File: src/hdl/mdr_pkg.sv
package mdr_pkg;

    localparam int DUTY_BITS_DEF = 8;

    localparam int STEP_W     = 8;
    localparam int INTERVAL_W = 10;
    localparam int HOLD_W     = 16;
    localparam int CFG_DATA_W = 10;
    localparam int CFG_IDX_W  = 1;

    localparam logic [STEP_W-1:0]     STEP_SIZE_RESET     = 8'd5;
    localparam logic [INTERVAL_W-1:0] STEP_INTERVAL_RESET = 10'd10;

    typedef enum logic [1:0] {
        PH_SETTLED = 2'd0,
        PH_RAMP    = 2'd1,
        PH_REVERSE = 2'd2,
        PH_HOLD    = 2'd3
    } phase_t;

    typedef enum logic [0:0] {
        OP_TICK = 1'b0,
        OP_CMD  = 1'b1
    } op_t;

    typedef enum logic [CFG_IDX_W-1:0] {
        CFG_STEP_SIZE     = 1'b0,
        CFG_STEP_INTERVAL = 1'b1
    } cfg_idx_t;

    // ramp control state apart from the duty values
    typedef struct packed {
        logic                  dir_now;
        logic                  dir_goal;
        logic [INTERVAL_W-1:0] interval_count;
        logic [HOLD_W-1:0]     hold_count;
        logic                  hold_pending;
        phase_t                phase;
    } ctrl_t;

endpackage

File: src/hdl/mdr_in_if.sv
interface mdr_in_if;
    logic        valid;
    logic        ready;
    logic        op;
    logic        direction;
    logic [7:0]  target_duty;
    logic        timed;
    logic [15:0] run_ms;

    modport source (output valid, op, direction, target_duty, timed, run_ms, input ready);
    modport sink   (input valid, op, direction, target_duty, timed, run_ms, output ready);
endinterface

File: src/hdl/mdr_out_if.sv
interface mdr_out_if;
    logic       valid;
    logic       ready;
    logic [7:0] duty_out;
    logic       dir_pin;
    logic [1:0] phase;

    modport source (output valid, duty_out, dir_pin, phase, input ready);
    modport sink   (input valid, duty_out, dir_pin, phase, output ready);
endinterface

File: src/hdl/mdr_next.sv
// Next ramp state for one word (tick or command).
module mdr_next #(
    parameter int DUTY_BITS = mdr_pkg::DUTY_BITS_DEF
) (
    input  mdr_pkg::ctrl_t                ctrl_cur,
    input  logic [DUTY_BITS-1:0]          duty_cur,
    input  logic [DUTY_BITS-1:0]          goal_cur,
    input  logic                          op,
    input  logic                          direction,
    input  logic [7:0]                    target_duty,
    input  logic                          timed,
    input  logic [15:0]                   run_ms,
    input  logic [mdr_pkg::STEP_W-1:0]    step_size,
    input  logic [mdr_pkg::INTERVAL_W-1:0] step_interval,
    output mdr_pkg::ctrl_t                ctrl_next,
    output logic [DUTY_BITS-1:0]          duty_next,
    output logic [DUTY_BITS-1:0]          goal_next
);

    localparam int EW = DUTY_BITS + 8;

    logic [mdr_pkg::STEP_W-1:0]     step_eff;
    logic [mdr_pkg::INTERVAL_W-1:0] iv_eff;
    logic [mdr_pkg::INTERVAL_W-1:0] count_inc;
    logic [EW-1:0]                  target_ext;
    logic [EW-1:0]                  step_ext;
    logic [DUTY_BITS-1:0]           diff;
    logic                           do_resolve;
    logic                           do_arrive;
    logic                           do_stop;

    assign step_eff   = (step_size == '0) ? mdr_pkg::STEP_W'(1) : step_size;
    assign iv_eff     = (step_interval == '0) ? mdr_pkg::INTERVAL_W'(1) : step_interval;
    assign count_inc  = ctrl_cur.interval_count + mdr_pkg::INTERVAL_W'(1);
    assign target_ext = {DUTY_BITS'(0), target_duty};
    assign step_ext   = EW'(step_eff);

    always_comb
    begin
        ctrl_next  = ctrl_cur;
        duty_next  = duty_cur;
        goal_next  = goal_cur;
        diff       = '0;
        do_resolve = 1'b0;
        do_arrive  = 1'b0;
        do_stop    = 1'b0;

        if (op == mdr_pkg::OP_CMD)
        begin
            ctrl_next.dir_goal       = direction;
            goal_next                = target_ext[DUTY_BITS-1:0];
            ctrl_next.hold_pending   = timed;
            ctrl_next.hold_count     = timed ? run_ms : '0;
            ctrl_next.interval_count = '0;
            if (direction != ctrl_cur.dir_now)
            begin
                if (duty_cur == '0)
                begin
                    ctrl_next.dir_now = direction;
                    do_resolve        = 1'b1;
                end
                else
                begin
                    ctrl_next.phase = mdr_pkg::PH_REVERSE;
                end
            end
            else
            begin
                do_resolve = 1'b1;
            end
        end
        else if (ctrl_cur.phase == mdr_pkg::PH_HOLD)
        begin
            if (ctrl_cur.hold_count != '0)
                ctrl_next.hold_count = ctrl_cur.hold_count - mdr_pkg::HOLD_W'(1);
            if (ctrl_next.hold_count == '0)
                do_stop = 1'b1;
        end
        else if (ctrl_cur.phase == mdr_pkg::PH_RAMP || ctrl_cur.phase == mdr_pkg::PH_REVERSE)
        begin
            if (count_inc >= iv_eff || count_inc == '0)
            begin
                ctrl_next.interval_count = '0;
                if (ctrl_cur.phase == mdr_pkg::PH_REVERSE)
                begin
                    if (EW'(duty_cur) <= step_ext)
                    begin
                        duty_next         = '0;
                        ctrl_next.dir_now = ctrl_cur.dir_goal;
                        do_resolve        = 1'b1;
                    end
                    else
                    begin
                        duty_next = DUTY_BITS'(EW'(duty_cur) - step_ext);
                    end
                end
                else
                begin
                    if (goal_cur > duty_cur)
                    begin
                        diff = goal_cur - duty_cur;
                        if (EW'(diff) <= step_ext)
                            duty_next = goal_cur;
                        else
                            duty_next = DUTY_BITS'(EW'(duty_cur) + step_ext);
                    end
                    else if (goal_cur < duty_cur)
                    begin
                        diff = duty_cur - goal_cur;
                        if (EW'(diff) <= step_ext)
                            duty_next = goal_cur;
                        else
                            duty_next = DUTY_BITS'(EW'(duty_cur) - step_ext);
                    end
                    if (duty_next == goal_cur)
                        do_arrive = 1'b1;
                end
            end
            else
            begin
                ctrl_next.interval_count = count_inc;
            end
        end

        if (do_resolve)
        begin
            if (duty_next != goal_next)
                ctrl_next.phase = mdr_pkg::PH_RAMP;
            else
                do_arrive = 1'b1;
        end

        if (do_arrive)
        begin
            ctrl_next.interval_count = '0;
            if (ctrl_next.hold_pending)
            begin
                if (ctrl_next.hold_count != '0)
                    ctrl_next.phase = mdr_pkg::PH_HOLD;
                else
                    do_stop = 1'b1;
            end
            else
            begin
                ctrl_next.phase = mdr_pkg::PH_SETTLED;
            end
        end

        // stop ramp: goal to zero, settle at once if already there
        if (do_stop)
        begin
            ctrl_next.hold_pending   = 1'b0;
            goal_next                = '0;
            ctrl_next.interval_count = '0;
            ctrl_next.phase          = (duty_next != '0) ? mdr_pkg::PH_RAMP
                                                         : mdr_pkg::PH_SETTLED;
        end
    end

endmodule

File: src/hdl/motor_duty_ramp_with_reversal_unit.sv
// Channel   Dir  Modport   Payload
// in_ch     in   sink      op, direction, target_duty[7:0], timed, run_ms[15:0]
// out_ch    out  source    duty_out[7:0], dir_pin, phase[1:0]
// cfg       in   write     cfg_we, cfg_index[0:0], cfg_wdata[9:0]
//
// One result word per input word, registered and valid on the cycle after acceptance.
// A new word can be taken every cycle while no result is stalled; the state update
// is one pass of compare/add logic in mdr_next between the state and result registers.
// in_ch.ready drops only while a result is held and out_ch is stalled.
// Reset (rst_n low, async) clears the ramp state, empties the result register
// and loads step_size = 5, step_interval_ms = 10.
module motor_duty_ramp_with_reversal_unit #(
    parameter int DUTY_BITS = mdr_pkg::DUTY_BITS_DEF
) (
    input  logic                             clk,
    input  logic                             rst_n,
    mdr_in_if.sink                           in_ch,
    mdr_out_if.source                        out_ch,
    input  logic                             cfg_we,
    input  logic [mdr_pkg::CFG_IDX_W-1:0]    cfg_index,
    input  logic [mdr_pkg::CFG_DATA_W-1:0]   cfg_wdata
);

    // configuration registers
    logic [mdr_pkg::STEP_W-1:0]     step_size_reg;
    logic [mdr_pkg::INTERVAL_W-1:0] step_interval_reg;

    // ramp state
    mdr_pkg::ctrl_t        ctrl_reg;
    mdr_pkg::ctrl_t        ctrl_next;
    logic [DUTY_BITS-1:0]  duty_reg;
    logic [DUTY_BITS-1:0]  duty_next;
    logic [DUTY_BITS-1:0]  goal_reg;
    logic [DUTY_BITS-1:0]  goal_next;

    // result register
    logic                  out_valid_reg;
    logic [7:0]            duty_out_reg;
    logic                  dir_pin_reg;
    logic [1:0]            phase_reg;

    logic                  in_fire;
    logic [DUTY_BITS+7:0]  duty_wide;

    // result slot frees up when the downstream takes it this cycle
    assign in_ch.ready = !out_valid_reg || out_ch.ready;
    assign in_fire     = in_ch.valid && in_ch.ready;

    // driven duty is the low byte of the ramp value
    assign duty_wide = {8'b0, duty_next};

    always_ff @(posedge clk or negedge rst_n)
    begin
        if (!rst_n)
        begin
            step_size_reg     <= mdr_pkg::STEP_SIZE_RESET;
            step_interval_reg <= mdr_pkg::STEP_INTERVAL_RESET;
        end
        else if (cfg_we)
        begin
            if (cfg_index == mdr_pkg::CFG_STEP_SIZE)
                step_size_reg <= cfg_wdata[mdr_pkg::STEP_W-1:0];
            else if (cfg_index == mdr_pkg::CFG_STEP_INTERVAL)
                step_interval_reg <= cfg_wdata[mdr_pkg::INTERVAL_W-1:0];
        end
    end

    mdr_next #(
        .DUTY_BITS (DUTY_BITS)
    ) u_next (
        .ctrl_cur      (ctrl_reg),
        .duty_cur      (duty_reg),
        .goal_cur      (goal_reg),
        .op            (in_ch.op),
        .direction     (in_ch.direction),
        .target_duty   (in_ch.target_duty),
        .timed         (in_ch.timed),
        .run_ms        (in_ch.run_ms),
        .step_size     (step_size_reg),
        .step_interval (step_interval_reg),
        .ctrl_next     (ctrl_next),
        .duty_next     (duty_next),
        .goal_next     (goal_next)
    );

    // state commits only on an accepted word
    always_ff @(posedge clk or negedge rst_n)
    begin
        if (!rst_n)
        begin
            ctrl_reg <= '{dir_now: 1'b0, dir_goal: 1'b0, interval_count: '0,
                          hold_count: '0, hold_pending: 1'b0,
                          phase: mdr_pkg::PH_SETTLED};
            duty_reg <= '0;
            goal_reg <= '0;
        end
        else if (in_fire)
        begin
            ctrl_reg <= ctrl_next;
            duty_reg <= duty_next;
            goal_reg <= goal_next;
        end
    end

    always_ff @(posedge clk or negedge rst_n)
    begin
        if (!rst_n)
            out_valid_reg <= 1'b0;
        else if (in_fire)
            out_valid_reg <= 1'b1;
        else if (out_ch.ready)
            out_valid_reg <= 1'b0;
    end

    always_ff @(posedge clk)
    begin
        if (in_fire)
        begin
            duty_out_reg <= duty_wide[7:0];
            dir_pin_reg  <= ctrl_next.dir_now;
            phase_reg    <= ctrl_next.phase;
        end
    end

    assign out_ch.valid    = out_valid_reg;
    assign out_ch.duty_out = duty_out_reg;
    assign out_ch.dir_pin  = dir_pin_reg;
    assign out_ch.phase    = phase_reg;

    // hold is only ever entered with a pending timed run
    a_hold_pending: assert property (@(posedge clk) disable iff (!rst_n)
        ctrl_reg.phase == mdr_pkg::PH_HOLD |-> ctrl_reg.hold_pending)
        else $error("hold phase without pending timed run");

    // holding means the goal was reached
    a_hold_at_goal: assert property (@(posedge clk) disable iff (!rst_n)
        ctrl_reg.phase == mdr_pkg::PH_HOLD |-> duty_reg == goal_reg)
        else $error("hold phase away from goal duty");

    // interval counter idles at zero when settled
    a_settled_count: assert property (@(posedge clk) disable iff (!rst_n)
        ctrl_reg.phase == mdr_pkg::PH_SETTLED |-> ctrl_reg.interval_count == '0)
        else $error("interval count running while settled");

    // every accepted word yields a result next cycle
    a_result_follows: assert property (@(posedge clk) disable iff (!rst_n)
        in_fire |=> out_valid_reg)
        else $error("accepted word produced no result");

endmodule

File: src/flat_wrapper.sv
// flat-port wrapper written by rule: the top's interface ports become plain ports
module motor_duty_ramp_with_reversal_unit_flat 
#(
    parameter int DUTY_BITS = mdr_pkg::DUTY_BITS_DEF
)
  (clk, rst_n, cfg_we, cfg_index, cfg_wdata, in_ch_valid, in_ch_op, in_ch_direction, in_ch_target_duty, in_ch_timed, in_ch_run_ms, in_ch_ready, out_ch_valid, out_ch_duty_out, out_ch_dir_pin, out_ch_phase, out_ch_ready);
  mdr_in_if in_ch_i ();
  mdr_out_if out_ch_i ();
  input  logic clk;
  input  logic rst_n;
  input  logic cfg_we;
  input  logic [mdr_pkg::CFG_IDX_W-1:0] cfg_index;
  input  logic [mdr_pkg::CFG_DATA_W-1:0] cfg_wdata;
  input wire logic [$bits(in_ch_i.valid)-1:0] in_ch_valid;
  input wire logic [$bits(in_ch_i.op)-1:0] in_ch_op;
  input wire logic [$bits(in_ch_i.direction)-1:0] in_ch_direction;
  input wire logic [$bits(in_ch_i.target_duty)-1:0] in_ch_target_duty;
  input wire logic [$bits(in_ch_i.timed)-1:0] in_ch_timed;
  input wire logic [$bits(in_ch_i.run_ms)-1:0] in_ch_run_ms;
  output wire logic [$bits(in_ch_i.ready)-1:0] in_ch_ready;
  output wire logic [$bits(out_ch_i.valid)-1:0] out_ch_valid;
  output wire logic [$bits(out_ch_i.duty_out)-1:0] out_ch_duty_out;
  output wire logic [$bits(out_ch_i.dir_pin)-1:0] out_ch_dir_pin;
  output wire logic [$bits(out_ch_i.phase)-1:0] out_ch_phase;
  input wire logic [$bits(out_ch_i.ready)-1:0] out_ch_ready;
  assign in_ch_i.valid = in_ch_valid;
  assign in_ch_i.op = in_ch_op;
  assign in_ch_i.direction = in_ch_direction;
  assign in_ch_i.target_duty = in_ch_target_duty;
  assign in_ch_i.timed = in_ch_timed;
  assign in_ch_i.run_ms = in_ch_run_ms;
  assign in_ch_ready = in_ch_i.ready;
  assign out_ch_valid = out_ch_i.valid;
  assign out_ch_duty_out = out_ch_i.duty_out;
  assign out_ch_dir_pin = out_ch_i.dir_pin;
  assign out_ch_phase = out_ch_i.phase;
  assign out_ch_i.ready = out_ch_ready;
  motor_duty_ramp_with_reversal_unit #(.DUTY_BITS(DUTY_BITS)) u_core (.clk(clk), .rst_n(rst_n), .in_ch(in_ch_i), .out_ch(out_ch_i), .cfg_we(cfg_we), .cfg_index(cfg_index), .cfg_wdata(cfg_wdata));
endmodule
File: config.mk
export PLATFORM = sky130hd
export DESIGN_NAME = motor_duty_ramp_with_reversal_unit_flat
export DESIGN_NICKNAME = d
export VERILOG_FILES = /design/src/hdl/mdr_pkg.sv /design/src/hdl/mdr_in_if.sv /design/src/hdl/mdr_out_if.sv /design/src/hdl/mdr_next.sv /design/src/hdl/motor_duty_ramp_with_reversal_unit.sv /design/src/flat_wrapper.sv
export SDC_FILE = /design/constraint.sdc
export NUM_CORES = 1
export LEC_CHECK = 0
export ABC_AREA = 1
export BUFFER_PORTS_ARGS = -buffer_cell sky130_fd_sc_hd__clkbuf_2
export CORE_MARGIN = 4
export CORE_UTILIZATION = 52
export CTS_BUF_LIST = sky130_fd_sc_hd__clkbuf_4 sky130_fd_sc_hd__clkbuf_8
export CTS_CLUSTER_DIAMETER = 50
export DETAILED_ROUTE_END_ITERATION = 7
export GPL_TIMING_DRIVEN = 0
export PLACE_DENSITY = 0.74
export SYNTH_ARGS = -nofsm -noshare
export SYNTH_HDL_FRONTEND = slang
export SYNTH_SLANG_ARGS = --single-unit
File: constraint.sdc
create_clock -name clk -period 3.8 [get_ports clk]
set_input_delay 0.19 -clock clk [delete_from_list [all_inputs] [get_ports clk]]
set_output_delay 0.19 -clock clk [all_outputs]
set_load 0.005 [all_outputs]
==> flow_summary.yaml, run 1 <==
timing:
  finClkSkew_ns: 0.0142
  drv_slew: 0
  min_period_over_period_pct: 113
  fin_ws_ns: -0.503
  fmax_mhz: 232
  finalHoldViolations: 0
  rsz0062_at_grt: "true"
  setup_viol: 23
  fin_crit_ns: 4.30
  tightest_slew_ns: 0.806
  slew_headroom_pct: 46.3
yosys:
  synth_ff_type: "dfrtp_1"
  ys_seq_elements: 77
  synth_area_leaders: "dfrtp_1, nand2_1, ha_1, inv_1, nand3_1"
  synth_top_cell_by_area: "dfrtp_1"
  ys_warn_count: 0
  syn_avg_cell_area_um2: 6.64
  synth_top_area_share_pct: 21.5
  synthCells: 1086
  yosysSeqAreaShare_pct: 27.5
  synth.distinct_cells: 51
  synth_nets: 1193
  synth_edf_count: 11
  synth_area_um2: 7220
  synthArstFlopShare_pct: 85.7
layout:
  n_antenna_cell: 0
  syn2layout_area_growth_pct: 20.6
  n_fill_cell: 1221
  nets: 1310
  largest_reg_flops: 31
  final_cells: 1384
  drive_gt1_share_pct: 20.8
  final_util_pct: 64.9
run_status:
  violations: "setup timing"
  status: "finished with violations"
clock_tree:
  clk_latency_ns: 0.37
  root_buffer: "clkbuf_8"
  cts.clk_slew.worst_paths_ns: 0.09
  h-tree-depth: 3
  cts_buffers: 9
  cts_sinks: 77
  clockBufferDepth: 2
  cts_tree: "built"
grt:
  met3_usage_pct: 4.91
  grt_max_degree: 62
  grt_pass1_wl_mm: 36.4
  antenna_found_initial: 0
  use_met2_pct: 43.8
  grt_busiest_layer: "met2"
  track_usage_pct: 28.0
  met1_usage_pct: 40.3
  gr-total-overflow: 0
  grt_pass1_vias: 7226
worst_setup_path:
  worst_setup_path_start_kind: "register"
  crit_path_end_kind: "register"
  cpMaxStageDelayCell: "dfrtp_2"
  criticalPathCategory: "reg -> reg"
  cp.depth: 27
  crit_arrival_ns: 4.43
  worstRegToRegCells: 27
  path_buf_inv: 3
  required_ns: 3.92
  crit_path_frequent_cell: "nand2_1"
  slowest_delay_ns: 0.46
  crit_path_max_fanout: 7
  cp_top_family: "simple AND/OR/NAND/NOR gates"
floorplanning:
  num_rows: 42
  initial_core_util_pct: 53.8
  io_pins: 56
  dieWidth_um: 126
  fp.dieArea_um2: 15800
  die_h_um: 126
  core_um2: 13400
placed_design:
  gp_congestion: 0.992
  detailed_place_hpwl_mm: 16.3
  placed_cells: 1317
  port_buffers: 54
detailed_routing:
  ant_nets: 0
  firstDrtPassIters: 5
  vias_per_cell: 5.57
  finalWirelength_mm: 22.1
  wire_per_inst_um: 16.0
  drt_iter0_drc: 663
  num_vias: 7705
  post-route-drc-count: 0
power:
  p_leak_nw: 4.48
  ir_drop_mv: 0.348
  power_density_nw_per_um2: 738
  finalPower_w: 0.00643
worst_hold_path:
  timing.hold.worst.class: "in -> reg"
  min_path_cells: 3
flow_run:
  drv_cap: 0
-- layer usage --
metal  vias up  wire length (um)
met5         -                 0
met4         0               465
met3        46              1960
met2       332              9870
met1      3534              9820
li1       3793                 -
-- report_power, final --
part	internal, W	switching, W
Clock	0.000449	0.000350
Combinational	0.00168	0.00271
Sequential	0.00102	0.000211
Total	0.00315	0.00328
-- cell usage after synthesis, types with 2 or more instances --
library cell / count
buf_2: 3
edfxtp_1: 11
and3_1: 2
nand3_1: 95
nand2_1: 317
nand3_2: 5
inv_1: 139
a21boi_0: 2
nor3_1: 8
buf_1: 3
ha_1: 60
buf_4: 2
xor2_1: 21
nand2_4: 3
xnor2_1: 4
a22oi_1: 12
nor4_1: 9
or2_2: 8
clkbuf_1: 24
o21ai_0: 75
nand4_1: 20
o211ai_1: 6
o21a_1: 2
clkinv_1: 3
nand3_4: 3
nand3b_1: 2
fa_1: 4
nor2_4: 3
a21o_1: 2
nor2_2: 4
nand2_2: 9
a21oi_1: 54
dfrtp_1: 62
o21ai_1: 18
dfstp_2: 4
nor2_1: 72
-- worst paths after layout --
check	startpoint	to	slack (ns)
worst max-delay path	u_core.duty_reg[0]$_DFFE_PN0P_	u_core.out_ch.phase[1]$_DFFE_PP_	-0.50
worst min-delay path	cfg_wdata[2]	u_core.step_size_reg[2]$_DFFE_PN1P_	0.08
worst max register to register	u_core.duty_reg[0]$_DFFE_PN0P_	u_core.out_ch.phase[1]$_DFFE_PP_	-0.50
worst min register to register	u_core.step_interval_reg[1]$_DFFE_PN1P_	u_core.step_interval_reg[1]$_DFFE_PN1P_	0.51
max in group asynchronous	rst_n	u_core.duty_reg[3]$_DFFE_PN0P_	3.05
min in group asynchronous	rst_n	u_core.step_size_reg[7]$_DFFE_PN0P_	0.18
-- placed cells by master (no fill, tap or decap), types with 12 or more instances in the layout --
cell type / instances
nand3_1: 82
buf_4: 46
a21oi_1: 51
clkbuf_1: 24
nor2_1: 68
ha_1: 58
nand2_1: 283
xor2_1: 21
inv_1: 131
nand4_1: 20
o21ai_1: 20
clkbuf_2: 54
a22oi_1: 12
o21ai_0: 69
nand3_2: 16
nand2_2: 37
dfrtp_1: 54
-- timing repair --
action,in CTS,in global routing
gates resized for setup,53,44
endpoints found under the setup margin,31,27
pin swaps,30,32
gates cloned,2,0
hold buffers,1,0
hold endpoints to repair,64,0
setup buffers,39,9
-- tightest hold or removal path: stages --
cell and delay [ns]:
clkbuf_2 0.08, inv_1 0.08, o21ai_0 0.09
-- cell families (layout without fill, tap and decap cells) --
kind of cell / count (synthesis) / in the layout / share of synthesized area (%)
buffers and inverters: 178 / 299 / 9.55
adders and majority gates: 64 / 64 / 11.5
AOI/OAI and AO/OA: 181 / 181 / 13.8
DFF: 77 / 77 / 27.5
and+or+nand+nor: 561 / 562 / 34.6
xor gates and xnor gates: 25 / 25 / 3.03
-- cell type report --
class	count	area, um^2	area share (%)
Multi-Input combinational cell	832	4830	55.6
Sequential cell	77	2000	23.0
Timing Repair Buffer	105	693	7.97
Inverter	144	551	6.33
Tap cell	176	220	2.53
Buffer	34	151	1.74
Clock inverter	7	130	1.50
Clock buffer	9	124	1.42
-- metrics by stage --
stage	setup slack (ns)	setup TNS, ns	hold slack (ns)	area [um^2]
after CTS	-0.394	-7.53	0.0636	8490
after global routing	-0.739	-15.36	0.0701	8700
after floorplan	-0.105	-0.105	-0.106	7240
after global placement	-0.878	-17.15	0.445	7730
after detailed placement	-0.956	-19.34	0.0382	7760
final	-0.503	-9.71	0.0755	8700
(Power assumes the default switching activity.)
==> run 2, diff against run 1 <==
Settings changed: ABC_AREA 1 to 0.
==> run 2 against run 1 <==
  * The run still ends with setup timing left
  * Routed wire length increased by 12%
  * Die area grew 2.1%
  * Maximum frequency decreased by 18%
  * Core utilization increased by 3.2 points
  * Total power down 4.6%
  * Combinational power down 6.4%
  * Clock skew up 0.00090 ns
  * Sequential share of layout area fell by 1.8 points
  * Synthesized cell count is 19% lower
  * First-iteration DRC count increased by 29%
  * Worst setup slack got worse by 0.92 ns
  * Sequential cell count stayed put
  * Critical endpoint is now u_core.out_ch.phase[0]$_DFFE_PP_
==> flow_summary.yaml, run 2 <==
run_status:
  status: "finished with violations"
  violations: "setup timing"
yosys:
  synth_ff_type: "dfrtp_1"
  synth.distinct_cells: 93
  synth_top_cell_by_area: "dfrtp_1"
  netlist_top_cells_count: "nand2_1, dfrtp_1, o21ai_0"
  syn_avg_cell_area_um2: 8.40
  yosysSeqAreaShare_pct: 26.9
  synth_area_leaders: "dfrtp_1, ha_1, edfxtp_1, o21ai_0, nand2_1"
  synth_area_um2: 7380
  ys_warn_count: 0
  ys_seq_elements: 77
  synthArstFlopShare_pct: 85.7
  synth_top_area_share_pct: 21.0
  yosysMostFrequentCell: "nand2_1"
  synthCells: 878
  synth_nets: 985
  synth_edf_count: 11
worst_setup_path:
  crit_arrival_ns: 5.36
  crit_path_max_fanout: 4
  r2r_setup_slack_ns: -1.42
  criticalPathCategory: "reg -> reg"
  required_ns: 3.94
  crit_path_end_kind: "register"
  worst_setup_path_start_kind: "register"
timing:
  min_period_over_period_pct: 137
  fin_crit_ns: 5.22
  finClkSkew_ns: 0.0151
  rsz0062_at_grt: "true"
  tightest_slew_ns: 1.25
  slew_headroom_pct: 16.7
  fin_hold_ws_ns: 0.0298
  finalHoldViolations: 0
  setup_viol: 28
  drv_slew: 0
  tns_ns: -21.26
  fin_ws_ns: -1.42
  fmax_mhz: 191
detailed_routing:
  firstDrtPassIters: 6
  vias_per_cell: 6.50
  num_vias: 7765
  wire_per_inst_um: 20.7
  post-route-drc-count: 0
  ant_nets: 0
  drt_iter0_drc: 856
  finalWirelength_mm: 24.8
grt:
  grt_pass1_wl_mm: 38.1
  grt_pass1_vias: 7365
  antenna_found_initial: 0
  grt_max_degree: 46
  track_usage_pct: 29.6
  gr-total-overflow: 0
placed_design:
  detailed_place_hpwl_mm: 17.3
  placed_cells: 1113
  gp_congestion: 1.00
  port_buffers: 54
  dpl_cell_area_um2: 8030
clock_tree:
  cts_sinks: 77
  cts.clk_slew.worst_paths_ns: 0.09
  clockBufferDepth: 2
  h-tree-depth: 3
  clk_latency_ns: 0.38
  root_buffer: "clkbuf_8"
  cts_tree: "built"
  cts_buffers: 9
layout:
  final_common_cell: "nand2_1"
  nets: 1117
  n_fill_cell: 1071
  syn2layout_area_growth_pct: 28.1
  fin_area_um2: 9450
  regArea_um2: 2000
  final_cell_mix: "nand2_1, buf_4, clkbuf_2"
  drive_gt1_share_pct: 30.1
  largest_reg_flops: 31
  multi_input_comb_area_um2: 5650
  final_cells: 1195
  n_antenna_cell: 0
floorplanning:
  die_h_um: 127
  io_pins: 56
  fp.dieArea_um2: 16200
  initial_core_util_pct: 53.2
  dieWidth_um: 127
  num_rows: 43
  core_um2: 13900
power:
  finalPower_w: 0.00613
  power_density_nw_per_um2: 649
  ir_drop_mv: 0.307
  p_leak_nw: 4.00
flow_run:
  drv_cap: 0
worst_hold_path:
  timing.hold.worst.class: "in -> reg"
==> run 2: cell count changes after synthesis, moves of 14 or more <==
cell / previous run / this run
nand2_1: 317 / 81
nand3_1: 95 / 15
inv_1: 139 / 60
xnor2_1: 4 / 30
a211oi_1: 1 / 22
nor2_1: 72 / 51
mux2_2: 0 / 16
o21ai_1: 18 / 2
a32o_1: 0 / 14
nor3_1: 8 / 22
==> run 2: worst paths after layout <==
kind                                                start  cells past startpoint                               end
setup / recovery           u_core.duty_reg[0]$_DFFE_PN0P_                     21  u_core.out_ch.phase[0]$_DFFE_PP_
max in group asynchronous                           rst_n                      3    u_core.duty_reg[4]$_DFFE_PN0P_
hold / removal                                in_ch_valid                      2   u_core.out_ch.valid$_DFFE_PN0P_
min in group asynchronous                           rst_n                      2   u_core.ctrl_reg[20]$_DFFE_PN0P_
setup reg to reg           u_core.duty_reg[0]$_DFFE_PN0P_                     21  u_core.out_ch.phase[0]$_DFFE_PP_
hold reg to reg            u_core.ctrl_reg[2]$_DFFE_PN0P_                      1    u_core.ctrl_reg[2]$_DFFE_PN0P_
==> run 2: final cells by class <==
class / instances / share of cell area (%)
multi-input cells: 697 / 59.8
well taps: 180 / 2.38
repair buffers: 124 / 9.25
flip-flops and latches: 77 / 21.2
clock inverters: 5 / 1.31
inverters: 63 / 2.58
clock buffers: 11 / 1.47
plain buffers: 38 / 2.06
==> run 2: critical path: stages (launching register included) <==
cell	delay, ns
dfrtp_2	0.47
buf_6	0.14
ha_4	0.15
fa_2	0.33
nand2b_4	0.16
a21oi_4	0.13
a21o_1	0.14
a21oi_2	0.06
xnor2_1	0.22
ha_2	0.35
and4_4	0.20
nand4_1	0.12
o31a_1	0.33
nand2_2	0.13
o211ai_1	0.40
a31oi_2	0.22
nand3b_1	0.30
a22oi_2	0.24
and4_4	0.25
mux2_4	0.31
a211oi_4	0.24
nor2_1	0.07
==> run 2: metrics by stage <==
step | setup slack, ns | utilization [%]
global placement | -1.95 | 57.6
CTS | -1.26 | 64.5
global route | -1.54 | 68.1
detailed placement | -2.00 | 57.9
finish | -1.42 | 68.1
floorplan | -0.934 | -
==> run 2: what timing repair did <==
item                                    in CTS  in global routing
hold buffers                                 1                  0
pin swaps                                   50                 46
endpoints found under the setup margin      41                 40
endpoints found under the hold margin       17                  0
buffers inserted                            36                 32
resized for setup                           97                 61
==> run 2: cells by family (layout without fill, tap and decap cells) <==
kind of cell | Yosys count | count (layout) | share of synthesized area (%)
adders and majority gates | 64 | 64 | 11.3
AOI/OAI and AO/OA | 270 | 270 | 25.8
buffers and inverters | 104 | 241 | 5.70
and+or+nand+nor | 286 | 286 | 20.4
xor gates and xnor gates | 47 | 47 | 5.58
DFF | 77 | 77 | 26.9
muxes | 30 | 30 | 4.36
==> run 2: metal layers <==
layer  GRT usage [%]  vias up  routed length, um  part of all wire [%]
met5               0        -                  0                     0
met4            15.8        0               1270                   5.1
met3            6.35      111               2070                   8.3
met2            47.5      425              11700                    47
met1            37.3     3678               9720                    39
li1                -     3551                  -                     -
==> run 2: report_power, final <==
| group | switching [W] | internal, W |
|---|---|---|
| Sequential | 0.000198 | 0.000984 |
| Clock | 0.000319 | 0.000516 |
| Combinational | 0.00233 | 0.00178 |
==> run 3, diff against run 2 <==
Settings changed: ABC_AREA 0 to 1, CORE_MARGIN 4 to 2.
Clock period 3.8 ns to 4.6 ns, I/O delays scaled along.
==> run 3 against run 2 <==
  * The run now ends clean
  * Die area fell by 8.2%
  * Critical path depth rose by 8
  * Global-route usage fell by 0.26 points
  * Worst hold slack improved by 0.057 ns
  * Critical endpoint is now u_core.out_ch.phase[1]$_DFFE_PP_
  * Largest cell class unchanged
==> flow_summary.yaml, run 3 (synthesized netlist as in run 1, its figures left out) <==
floorplanning:
  die_h_um: 122
  num_rows: 43
  io_pins: 56
  core_um2: 13700
  fp.dieArea_um2: 14800
  dieWidth_um: 122
  initial_core_util_pct: 52.6
power:
  power_density_nw_per_um2: 595
  p_leak_nw: 4.30
  ir_drop_mv: 0.262
detailed_routing:
  wire_per_inst_um: 15.7
  num_vias: 7556
  ant_nets: 0
  finalWirelength_mm: 21.3
  drt_iter0_drc: 663
  post-route-drc-count: 0
  vias_per_cell: 5.57
  firstDrtPassIters: 7
placed_design:
  placed_cells: 1321
  detailed_place_hpwl_mm: 16.2
  port_buffers: 54
  gp_congestion: 0.966
timing:
  slew_headroom_pct: 57.8
  rsz0062_at_grt: "true"
  min_period_over_period_pct: 96.3
  fmax_mhz: 226
  fin_crit_ns: 4.43
  setup_viol: 0
  drv_slew: 0
  finalHoldViolations: 0
  tightest_slew_ns: 0.633
  finClkSkew_ns: 0.0192
layout:
  n_antenna_cell: 0
  final_common_cell: "nand2_1"
  syn2layout_area_growth_pct: 15.6
  largest_reg_flops: 31
  final_cell_mix: "nand2_1, inv_1, nand3_1, o21ai_0, nor2_1"
  regArea_um2: 2000
  n_fill_cell: 1292
  final_util_pct: 60.8
  drive_gt1_share_pct: 16.2
  nets: 1279
  final_cells: 1357
  multi_input_comb_area_um2: 4740
worst_setup_path:
  criticalPathCategory: "reg -> reg"
  crit_path_end_kind: "register"
  cp_top_family: "simple AND/OR/NAND/NOR gates"
  worst_r2r_startpoint: "u_core.goal_reg[3]$_DFFE_PN0P_"
  required_ns: 4.73
  critPathLaunch: "u_core.goal_reg[3]$_DFFE_PN0P_"
  path_buf_inv: 5
  slowest_delay_ns: 0.42
  worst_setup_path_start_kind: "register"
  worstRegToRegCells: 29
  cp.depth: 29
  cpMaxStageDelayCell: "dfrtp_1"
  crit_path_max_fanout: 10
  crit_path_frequent_cell: "nand3_1"
  crit_arrival_ns: 4.56
grt:
  grt_pass1_vias: 6966
  track_usage_pct: 29.3
  grt_max_degree: 63
  grt_pass1_wl_mm: 34.3
  antenna_found_initial: 0
  gr-total-overflow: 0
run_status:
  status: "finished, final reports clean"
clock_tree:
  h-tree-depth: 3
  cts_buffers: 9
  cts_tree: "built"
  cts_sinks: 77
  clockBufferDepth: 2
  clk_latency_ns: 0.38
  root_buffer: "clkbuf_8"
  cts.clk_slew.worst_paths_ns: 0.10
worst_hold_path:
  timing.hold.worst.class: "in -> reg"
  min_path_cells: 3
  min_from: "cfg_wdata[2]"
flow_run:
  drv_cap: 0
run 3: changes by cell type in the layout (fill, tap and decap cells not counted), sizes merged, moves of 13 or more:
cell,delta
a211oi,-21
a32o,-14
buf,-51
inv,+83
mux2,-17
mux2i,-13
nand2,+248
nand2b,-13
nand3,+87
nor2,+28
nor3,-17
o21ai,+29
xnor2,-26
run 3: per-layer routing:
metal	GRT usage [%]	vias up	part of all wire, %
met5	0	-	0
met4	9.48	0	2.8
met3	6.23	45	7.6
met2	45.4	294	44
met1	40.9	3474	45
li1	-	3743	-
run 3: final timing paths:
path,to,slack [ns]
hold reg to reg,u_core.ctrl_reg[2]$_DFFE_PN0P_,0.50
hold / removal,u_core.step_size_reg[2]$_DFFE_PN1P_,0.09
setup reg to reg,u_core.out_ch.phase[1]$_DFFE_PP_,0.17
max in group asynchronous,u_core.step_interval_reg[1]$_DFFE_PN1P_,3.82
min in group asynchronous,u_core.step_size_reg[3]$_DFFE_PN0P_,0.21
setup / recovery,u_core.out_ch.phase[1]$_DFFE_PP_,0.17
run 3: timing repair:
item / in CTS / in global routing
endpoints found under the setup margin: 23 / 23
gates resized for setup: 14 / 58
pin swaps: 4 / 20
endpoints found under the hold margin: 63 / 0
hold buffers: 1 / 0
buffers inserted: 9 / 9
cloned: 0 / 1
run 3: cell type report:
type	count	share of cell area, %
Multi-Input combinational cell	831	56.8
Inverter	144	6.52
Clock inverter	7	1.08
Tap cell	180	2.70
Buffer	34	1.84
Clock buffer	9	1.48
Timing Repair Buffer	75	5.67
Sequential cell	77	23.9
run 3: per-stage QoR:
| stage | hold slack (ns) | power, W | setup slack (ns) | instance area (um^2) | TNS (ns) |
|---|---|---|---|---|---|
| 6_report | 0.0870 | 0.00496 | 0.171 | 8340 | 0 |
| 5_1_grt | 0.0807 | 0.00546 | -0.0738 | 8340 | -0.367 |
| 4_1_cts | 0.0852 | 0.00466 | 0.00554 | 8080 | 0 |
| 3_5_place_dp | 0.0774 | 0.00391 | -0.365 | 7740 | -5.58 |
| 3_3_place_gp | 0.473 | 0.00388 | -0.354 | 7710 | -5.32 |
| 2_1_floorplan | -0.0656 | 0.00317 | 0.540 | 7220 | 0 |
run 3: report_power, final:
group          internal (W)  switching, W
registers          0.000839      0.000185
clock network      0.000264      0.000299
logic               0.00122       0.00216
total               0.00232       0.00264
run 3: worst min-delay path, cell delays in order:
cell and delay [ns]:
clkbuf_2 0.08, inv_1 0.06, o21ai_0 0.09
